[src/rtl/slm_pkg.sv]
// Shared types and constants of the stereo log level meter.
// No dependencies; imported by every module of the block.
`default_nettype none

package slm_pkg;

  // Field widths fixed by the interface
  localparam int SAMPLE_BITS = 16;
  localparam int LEVEL_BITS  = 16;
  localparam int CFG_BITS    = 16;
  localparam int CFG_IDX_BITS = 2;
  localparam int COUNT_BITS  = 17;
  localparam int DEN_BITS    = COUNT_BITS + CFG_BITS;

  // Log evaluation
  localparam int MANT_BITS   = 31;   // Q1.30 mantissa
  localparam int FRAC_BITS   = 20;   // log2 fraction bits
  localparam int LOG_C_BITS  = 31;
  localparam logic [LOG_C_BITS-1:0] LOG10_2_Q32 = 31'd1292913986;
  localparam int DIV_STEPS   = 30;
  localparam int SQR_STEPS   = 20;
  localparam int STEP_BITS   = 5;

  // Output rounding: channel keeps bits from 36, mono from 37
  localparam int CH_SHIFT    = 36;
  localparam int MONO_SHIFT  = 37;

  localparam logic [COUNT_BITS-1:0] COUNT_MAX = '1;
  localparam logic [LEVEL_BITS-1:0] LEVEL_MAX = '1;

  // Register map
  localparam logic [CFG_IDX_BITS-1:0] REG_UPDATE_THRESHOLD = 2'd0;
  localparam logic [CFG_IDX_BITS-1:0] REG_LEVEL_SCALE      = 2'd1;
  localparam logic [CFG_BITS-1:0] THRESHOLD_RESET = 16'd2205;
  localparam logic [CFG_BITS-1:0] SCALE_RESET     = 16'd1000;

  typedef struct packed {
    logic signed [SAMPLE_BITS-1:0] sample_left;
    logic signed [SAMPLE_BITS-1:0] sample_right;
    logic                          end_of_buffer;
  } slm_in_t;

  typedef struct packed {
    logic [LEVEL_BITS-1:0] level_left;
    logic [LEVEL_BITS-1:0] level_right;
    logic [LEVEL_BITS-1:0] level_mono;
  } slm_out_t;

  // Controller to datapath
  typedef struct packed {
    logic acc_en;     // accumulate the transferred frame
    logic den_load;   // latch count * scale
    logic n_load;     // load numerator for the selected channel
    logic k_step;     // double the shifted denominator
    logic div_init;   // start the mantissa division
    logic div_step;   // one restoring division step
    logic sq_step;    // one squaring step of the log fraction
    logic p_store;    // scale log2 to log10 and store
    logic ch;         // 0 left, 1 right
    logic out_load;   // write the result register and clear state
  } slm_cmd_t;

  // Datapath to controller
  typedef struct packed {
    logic trigger;    // transferred frame starts an update
    logic k_more;     // denominator can still be doubled
  } slm_sts_t;

  // Magnitude of a two's complement sample
  function automatic logic [SAMPLE_BITS-1:0] abs_sample(
    input logic signed [SAMPLE_BITS-1:0] s
  );
    logic [SAMPLE_BITS-1:0] u;
    u = s;
    return u[SAMPLE_BITS-1] ? (~u + 1'b1) : u;
  endfunction

endpackage

`default_nettype wire

[src/rtl/slm_datapath.sv]
// Datapath of the level meter: accumulators, config registers, the shared
// log10 unit (normalize, divide, square) and the result register. Uses slm_pkg.
`default_nettype none

module slm_datapath import slm_pkg::*; #(
  parameter int SUM_BITS = 32
) (
  input  wire                     clk,
  input  wire                     rst_n,
  input  slm_cmd_t                cmd,
  output slm_sts_t                sts,
  input  slm_in_t                 in_payload,
  input  wire                     cfg_we,
  input  wire [CFG_IDX_BITS-1:0]  cfg_index,
  input  wire [CFG_BITS-1:0]      cfg_data,
  output slm_out_t                out_payload
);

  localparam int NW = ((SUM_BITS > DEN_BITS) ? SUM_BITS : DEN_BITS) + 1;
  localparam int KW = $clog2(NW);
  localparam int LW = KW + FRAC_BITS;
  localparam int PW = LW + LOG_C_BITS;

  logic [CFG_BITS-1:0]   thr_r, scale_r;
  logic [SUM_BITS-1:0]   sum_left_r, sum_right_r;
  logic [COUNT_BITS-1:0] count_r;
  logic [DEN_BITS-1:0]   den_r;
  logic [NW-1:0]         n_r, dk_r, r_r;
  logic [KW-1:0]         k_r;
  logic [MANT_BITS-1:0]  m_r;
  logic [FRAC_BITS-1:0]  frac_r;
  logic [PW-1:0]         pl_r, pr_r;
  slm_out_t              out_r;

  logic [COUNT_BITS-1:0] count_inc;
  logic [CFG_BITS-1:0]   scale_eff;
  logic [SUM_BITS-1:0]   sel_sum;
  logic [NW:0]           r_sh;
  logic                  div_ge;
  logic [2*MANT_BITS-1:0] sq;
  logic [MANT_BITS:0]    sq_hi;
  logic [LW-1:0]         l2;
  logic [PW-1:0]         p_new;
  logic [PW:0]           s_ch_l, s_ch_r;
  logic [PW+1:0]         s_mono;
  slm_out_t              lvl;

  function automatic logic [SUM_BITS-1:0] sat_add(
    input logic [SUM_BITS-1:0]    acc,
    input logic [SAMPLE_BITS-1:0] add
  );
    logic [SUM_BITS:0] t;
    t = {1'b0, acc} + (SUM_BITS+1)'(add);
    return t[SUM_BITS] ? {SUM_BITS{1'b1}} : t[SUM_BITS-1:0];
  endfunction

  function automatic logic [LEVEL_BITS-1:0] ch_level(input logic [PW:0] s);
    return (|s[PW:CH_SHIFT+LEVEL_BITS]) ? LEVEL_MAX
                                        : s[CH_SHIFT+LEVEL_BITS-1:CH_SHIFT];
  endfunction

  // Update check and count
  assign count_inc   = (count_r == COUNT_MAX) ? count_r : count_r + 1'b1;
  assign sts.trigger = in_payload.end_of_buffer &&
                       ({count_inc, 1'b0} > {2'b00, thr_r});
  assign scale_eff   = (scale_r == '0) ? CFG_BITS'(1) : scale_r;
  assign sel_sum     = cmd.ch ? sum_right_r : sum_left_r;

  // Normalize: one doubling of the denominator per cycle
  assign sts.k_more = ({dk_r, 1'b0} <= {1'b0, n_r});

  // Restoring division step
  assign r_sh   = {r_r, 1'b0};
  assign div_ge = (r_sh >= {1'b0, dk_r});

  // Squaring step of the log2 fraction
  assign sq    = {{MANT_BITS{1'b0}}, m_r} * {{MANT_BITS{1'b0}}, m_r};
  assign sq_hi = sq[2*MANT_BITS-1:MANT_BITS-1];

  // log2 to log10
  assign l2    = {k_r, frac_r};
  assign p_new = PW'(l2) * PW'(LOG10_2_Q32);

  // Round and clamp the three levels
  assign s_ch_l = {1'b0, pl_r} + ((PW+1)'(1) << (CH_SHIFT - 1));
  assign s_ch_r = {1'b0, pr_r} + ((PW+1)'(1) << (CH_SHIFT - 1));
  assign s_mono = {2'b00, pl_r} + {2'b00, pr_r} + ((PW+2)'(1) << (MONO_SHIFT - 1));
  assign lvl.level_left  = ch_level(s_ch_l);
  assign lvl.level_right = ch_level(s_ch_r);
  assign lvl.level_mono  = (|s_mono[PW+1:MONO_SHIFT+LEVEL_BITS]) ? LEVEL_MAX
                         : s_mono[MONO_SHIFT+LEVEL_BITS-1:MONO_SHIFT];

  // Config registers
  always_ff @(posedge clk) begin
    if (!rst_n) begin
      thr_r   <= THRESHOLD_RESET;
      scale_r <= SCALE_RESET;
    end else if (cfg_we) begin
      if (cfg_index == REG_UPDATE_THRESHOLD) thr_r <= cfg_data;
      if (cfg_index == REG_LEVEL_SCALE)      scale_r <= cfg_data;
    end
  end

  // Accumulators and frame count; clear after a result is written
  always_ff @(posedge clk) begin
    if (!rst_n) begin
      sum_left_r  <= '0;
      sum_right_r <= '0;
      count_r     <= '0;
    end else if (cmd.out_load) begin
      sum_left_r  <= '0;
      sum_right_r <= '0;
      count_r     <= '0;
    end else if (cmd.acc_en) begin
      sum_left_r  <= sat_add(sum_left_r, abs_sample(in_payload.sample_left));
      sum_right_r <= sat_add(sum_right_r, abs_sample(in_payload.sample_right));
      count_r     <= count_inc;
    end
  end

  // Log unit working registers
  always_ff @(posedge clk) begin
    if (cmd.den_load) begin
      den_r <= DEN_BITS'(count_r) * DEN_BITS'(scale_eff);
    end
    if (cmd.n_load) begin
      n_r  <= NW'(sel_sum) + NW'(den_r);
      dk_r <= NW'(den_r);
      k_r  <= '0;
    end
    if (cmd.k_step) begin
      dk_r <= {dk_r[NW-2:0], 1'b0};
      k_r  <= k_r + 1'b1;
    end
    if (cmd.div_init) begin
      r_r    <= n_r - dk_r;
      m_r    <= MANT_BITS'(1);
      frac_r <= '0;
    end
    if (cmd.div_step) begin
      r_r <= div_ge ? NW'(r_sh - {1'b0, dk_r}) : r_sh[NW-1:0];
      m_r <= {m_r[MANT_BITS-2:0], div_ge};
    end
    if (cmd.sq_step) begin
      frac_r <= {frac_r[FRAC_BITS-2:0], sq_hi[MANT_BITS]};
      m_r    <= sq_hi[MANT_BITS] ? sq_hi[MANT_BITS:1] : sq_hi[MANT_BITS-1:0];
    end
    if (cmd.p_store) begin
      if (cmd.ch) pr_r <= p_new;
      else        pl_r <= p_new;
    end
    if (cmd.out_load) begin
      out_r <= lvl;
    end
  end

  assign out_payload = out_r;

endmodule

`default_nettype wire

[src/rtl/slm_ctrl.sv]
// Controller of the level meter: sequences accumulate, normalize, divide,
// square and scale for both channels, and owns the handshakes. Uses slm_pkg.
`default_nettype none

module slm_ctrl import slm_pkg::*; (
  input  wire      clk,
  input  wire      rst_n,
  input  wire      in_valid,
  output logic     in_ready,
  output logic     out_valid,
  input  wire      out_ready,
  input  slm_sts_t sts,
  output slm_cmd_t cmd
);

  localparam logic [2:0] S_IDLE  = 3'd0;
  localparam logic [2:0] S_DEN   = 3'd1;
  localparam logic [2:0] S_LOAD  = 3'd2;
  localparam logic [2:0] S_KSRCH = 3'd3;
  localparam logic [2:0] S_DIV   = 3'd4;
  localparam logic [2:0] S_SQR   = 3'd5;
  localparam logic [2:0] S_PMUL  = 3'd6;
  localparam logic [2:0] S_FIN   = 3'd7;

  logic [2:0]           state_r, state_nxt;
  logic [STEP_BITS-1:0] step_r, step_nxt;
  logic                 ch_r, ch_nxt;
  logic                 out_valid_r, out_valid_nxt;

  assign in_ready  = (state_r == S_IDLE);
  assign out_valid = out_valid_r;

  // Next state and commands
  always_comb begin
    state_nxt = state_r;
    step_nxt  = step_r;
    ch_nxt    = ch_r;
    cmd       = '0;
    cmd.ch    = ch_r;
    unique case (state_r)
      S_IDLE: begin
        if (in_valid) begin
          cmd.acc_en = 1'b1;
          ch_nxt     = 1'b0;
          if (sts.trigger) state_nxt = S_DEN;
        end
      end
      S_DEN: begin
        cmd.den_load = 1'b1;
        state_nxt    = S_LOAD;
      end
      S_LOAD: begin
        cmd.n_load = 1'b1;
        state_nxt  = S_KSRCH;
      end
      S_KSRCH: begin
        if (sts.k_more) begin
          cmd.k_step = 1'b1;
        end else begin
          cmd.div_init = 1'b1;
          step_nxt     = '0;
          state_nxt    = S_DIV;
        end
      end
      S_DIV: begin
        cmd.div_step = 1'b1;
        if (step_r == STEP_BITS'(DIV_STEPS - 1)) begin
          step_nxt  = '0;
          state_nxt = S_SQR;
        end else begin
          step_nxt = step_r + 1'b1;
        end
      end
      S_SQR: begin
        cmd.sq_step = 1'b1;
        if (step_r == STEP_BITS'(SQR_STEPS - 1)) begin
          step_nxt  = '0;
          state_nxt = S_PMUL;
        end else begin
          step_nxt = step_r + 1'b1;
        end
      end
      S_PMUL: begin
        cmd.p_store = 1'b1;
        if (ch_r) begin
          state_nxt = S_FIN;
        end else begin
          ch_nxt    = 1'b1;
          state_nxt = S_LOAD;
        end
      end
      S_FIN: begin
        // Hold until the result register is free
        if (!out_valid_r || out_ready) begin
          cmd.out_load = 1'b1;
          state_nxt    = S_IDLE;
        end
      end
      default: state_nxt = S_IDLE;
    endcase
  end

  // Result valid: set on load, drop on transfer
  always_comb begin
    if (cmd.out_load)   out_valid_nxt = 1'b1;
    else if (out_ready) out_valid_nxt = 1'b0;
    else                out_valid_nxt = out_valid_r;
  end

  always_ff @(posedge clk) begin
    if (!rst_n) begin
      state_r     <= S_IDLE;
      step_r      <= '0;
      ch_r        <= 1'b0;
      out_valid_r <= 1'b0;
    end else begin
      state_r     <= state_nxt;
      step_r      <= step_nxt;
      ch_r        <= ch_nxt;
      out_valid_r <= out_valid_nxt;
    end
  end

endmodule

`default_nettype wire

[src/rtl/stereo_log_level_meter.sv]
// Top level of the stereo log level meter: joins slm_ctrl and slm_datapath.
// Uses slm_pkg for payload types and the register map.
//
//   channel | direction | handshake            | payload
//   in_     | input     | in_valid / in_ready  | slm_in_t (one stereo frame)
//   out_    | output    | out_valid / out_ready| slm_out_t (three levels)
//   cfg_    | input     | cfg_valid / cfg_ready| cfg_index, cfg_data
//
// A frame that starts no update leaves the meter ready. An update runs, for
// each channel in turn, k normalize shifts (k at most SUM_BITS), the shared
// log unit's 30 division and 20 squaring steps and the log10 scaling, with
// in_ready low. A finished result waits in its output register while new
// frames are transferred; the next update waits for it before it is written.
// Reset is synchronous: accumulators and count clear, registers take defaults.
`default_nettype none

module stereo_log_level_meter import slm_pkg::*; #(
  parameter int SUM_BITS = 32
) (
  input  wire                    clk,
  input  wire                    rst_n,
  input  wire                    in_valid,
  output logic                   in_ready,
  input  slm_in_t                in_payload,
  output logic                   out_valid,
  input  wire                    out_ready,
  output slm_out_t               out_payload,
  input  wire                    cfg_valid,
  output logic                   cfg_ready,
  input  wire [CFG_IDX_BITS-1:0] cfg_index,
  input  wire [CFG_BITS-1:0]     cfg_data
);

  slm_cmd_t cmd;
  slm_sts_t sts;

  // Registers accept a write in any cycle
  assign cfg_ready = 1'b1;

  slm_ctrl u_ctrl (
    .clk       (clk),
    .rst_n     (rst_n),
    .in_valid  (in_valid),
    .in_ready  (in_ready),
    .out_valid (out_valid),
    .out_ready (out_ready),
    .sts       (sts),
    .cmd       (cmd)
  );

  slm_datapath #(
    .SUM_BITS (SUM_BITS)
  ) u_datapath (
    .clk         (clk),
    .rst_n       (rst_n),
    .cmd         (cmd),
    .sts         (sts),
    .in_payload  (in_payload),
    .cfg_we      (cfg_valid && cfg_ready),
    .cfg_index   (cfg_index),
    .cfg_data    (cfg_data),
    .out_payload (out_payload)
  );

endmodule

`default_nettype wire

[config.mk]
export PLATFORM = sky130hd
export DESIGN_NAME = stereo_log_level_meter
export DESIGN_NICKNAME = d
export VERILOG_FILES = /design/src/rtl/slm_pkg.sv /design/src/rtl/slm_datapath.sv /design/src/rtl/slm_ctrl.sv /design/src/rtl/stereo_log_level_meter.sv
export SDC_FILE = /design/constraint.sdc
export NUM_CORES = 2
export LEC_CHECK = 0
export ABC_AREA = 1
export BUFFER_PORTS_ARGS = -buffer_cell sky130_fd_sc_hd__buf_4
export CAP_MARGIN = 15
export CORE_ASPECT_RATIO = 1.4
export CORE_MARGIN = 5
export CORE_UTILIZATION = 50
export CTS_BUF_LIST = sky130_fd_sc_hd__clkbuf_16
export CTS_CLUSTER_DIAMETER = 150
export DETAILED_ROUTE_END_ITERATION = 8
export PLACE_DENSITY = 0.66
export SLEW_MARGIN = 20
export SYNTH_ARGS = -nofsm -noshare
export SYNTH_HDL_FRONTEND = slang
export SYNTH_HIERARCHICAL = 1
export SYNTH_SLANG_ARGS = --single-unit
[constraint.sdc]
create_clock -name clk -period 8.55 [get_ports clk]
set_input_delay 2.1375 -clock clk [delete_from_list [all_inputs] [get_ports clk]]
set_output_delay 2.1375 -clock clk [all_outputs]
set_load 0.02 [all_outputs]
==> results.ini <==
[run_status]
status = completed

[synthesis]
yosys_warnings = 6
ys_ff_latch = 475
ys_types = 68
synth.area.top_cells = fa_1 (27%), ha_1 (14%), edfxtp_1 (13%), inv_1 (12%), nand2_1 (11%)
synth-edff-count = 351
synthCells = 10800
yosysSeqAreaShare = 0.156
synthMuxAreaShare = 0.00202
synthAdderAreaFrac = 0.414
synth_fp_nets = 12900
yosysMostFrequentCell = inv_1
synth_compound_area_frac = 0.0678
synth_top_cells_by_count = inv_1 (2740), nand2_1 (2517), fa_1 (1135)
syn_area_per_cell_um2 = 7.75
synthSimpleGateAreaFrac = 0.195
synth_top_area_share = 0.271
synth_ff_type = edfxtp_1
synth_xor_area_frac = 0.0290
synth_top_area_cell = fa_1
synth.cell_area_um2 = 83700
synthArstFlopShare = 0
synth_top_family_by_area = adder cells

[route]
route.detailed.drc = 0
vias = 68900
drt-total-wl_um = 244000
via_per_inst = 5.26
firstDrtPassIters = 6
wl_per_cell_um = 18.6
ant_nets = 0
drt_iter0_drc = 3909

[final_layout]
fin_nets = 13000
fill_cells = 16000
syn2layout_area_growth_pct = 6.31
fin_cells = 13100
drive_gt1_frac = 0.0409

[min_path]
hold_path.class = register to register

[floorplan]
die_y_um = 494
rows = 177
io_pins = 107
initial_core_util = 0.503
die-area_um2 = 176000
core_um2 = 166000
die_w_um = 356

[job]
drv_cap = 0

[grt]
grt_pass1_vias = 73400
grt_util_met2 = 0.525
grt_max_degree = 57
grt_first_pass_wirelength_um = 386000
gr-total-overflow = 0
track_usage = 0.278
busiest_layer = met2
antenna_found_initial = 8
met3_usage = 0.0256
use_met1 = 0.303

[cts]
h-tree-depth = 2
clockBufferDepth = 3
ctsHoldBuffers = 0
cts_tree = done
cts_root_buf = clkbuf_16
cts_sinks = 475
post_cts_buffers = 0
cts_made_buffers = 55
clk_latency_ps = 710
path_clk_slew_ps = 60
cts.repair.resized = 0

[place]
io_buffers = 105
dp_slack_ps = 607
place.gp.congestion = 1.00
dp.cells = 13000
dp_hpwl_um = 207000

[sta]
clock_skew_ps = 65.0
postLayoutSetupSlackWorst_ps = 516
rsz0062_at_grt = no
maxSlewHeadroom = 0.240
finalMaxSlewViolations = 0
finalSetupViolations = 0
hold_viol_final = 0
fin_crit_ps = 8030
period_share = 0.940
worst_slew_pin_slew_ps = 1140
tns_ps = 0
fmax_ghz = 0.124
holdWs_ps = 464

[setup_path]
startpoint_type = register
arrival_ps = 8440
worstPathRequired_ps = 8960
critPathCaptureType = register
cp_max_fo = 26
crit_type = register to register

## worst paths after layout
check / start / end / slack [ps] / cells past startpoint
worst max-delay path: u_datapath/m_r[21] / u_datapath/m_r[30] / 520 / 27
worst min register to register: u_datapath/thr_r[14] / u_datapath/thr_r[14] / 460 / 2
worst min-delay path: u_datapath/thr_r[14] / u_datapath/thr_r[14] / 460 / 2
worst max register to register: u_datapath/m_r[21] / u_datapath/m_r[30] / 520 / 27
## registers in the layout, indices dropped and copies added (netlist names), 5 cells and up
register	flops
u_datapath/m_r	31
u_datapath/pr_r	56
u_datapath/k_r	6
u_datapath/out_payload	48
u_datapath/sum_left_r	32
u_datapath/dk_r	34
u_datapath/thr_r	16
u_datapath/n_r	34
u_datapath/count_r	17
u_datapath/pl_r	56
u_datapath/scale_r	16
u_datapath/frac_r	20
u_datapath/sum_right_r	32
u_ctrl/step_r	5
u_datapath/den_r	33
u_datapath/r_r	34
## cell families (layout without fill, tap and decap cells)
kind of cell | after synthesis | in the layout
XOR/XNOR | 276 | 276
multiplexers | 15 | 15
flip-flops | 475 | 475
AO/OA/AOI/OAI | 1023 | 1023
adder cells (fa/ha/maj) | 2090 | 2090
AND/OR/NAND/NOR | 3914 | 3914
other | 1 | 8
buffers and inverters | 3009 | 3062
## per-stage QoR
stage / instance area [um^2] / util
global placement: 87000 / 0.523
floorplan: 83700 / -
finish: 89000 / 0.535
CTS: 89000 / 0.535
detailed placement: 87000 / 0.523
global route: 89000 / 0.535
## cell type report
class	instances	area, um^2	share of cell area
Tap cell	2237	2800	0.0314
Timing Repair Buffer	201	1530	0.0172
Inverter	2758	10400	0.116
Clock buffer	59	1480	0.0166
Antenna cell	7	17.5	0.000197
Multi-Input combinational cell	7319	59300	0.667
Sequential cell	475	13000	0.146
Clock inverter	44	474	0.00533
## critical path, stage by stage (launching register included)
cell and delay [ps]:
edfxtp_1 1100, nand2_1 260, fa_1 600, fa_1 530, fa_1 500, fa_1 560, inv_1 90, fa_1 470
fa_1 480, fa_1 510, inv_1 60, fa_1 500, inv_1 50, ha_1 340, nand2_1 90, nand2_1 50
inv_1 110, nand2_1 100, nand2_1 70, nand2_1 70, nand2_1 70, nand2_1 70, a21oi_1 230, nand2_1 130
nand2_2 90, nand2_4 190, nor2_8 300, a21oi_1 100
## layout by cell type (no fill, tap or decap), drive strengths merged, types with 98 or more instances in the layout
cell type / Yosys / layout
o21ai: 328 / 328
dfxtp: 124 / 124
fa: 1135 / 1135
nor2: 619 / 619
nor3: 98 / 98
a21oi: 477 / 477
xnor2: 106 / 106
nand3: 452 / 452
inv: 2755 / 2770
ha: 955 / 955
buf: 74 / 201
xor2: 170 / 170
edfxtp: 351 / 351
nand2: 2534 / 2534
## layer usage
layer	part of all wire	wire, um
met1	0.36	88500
met5	0.000053	13
met3	0.041	10000
met4	0.071	17200
met2	0.52	128000
Power is not shown: default switching activity piles up to over one toggle a cycle in this logic, so the estimate is an artifact.
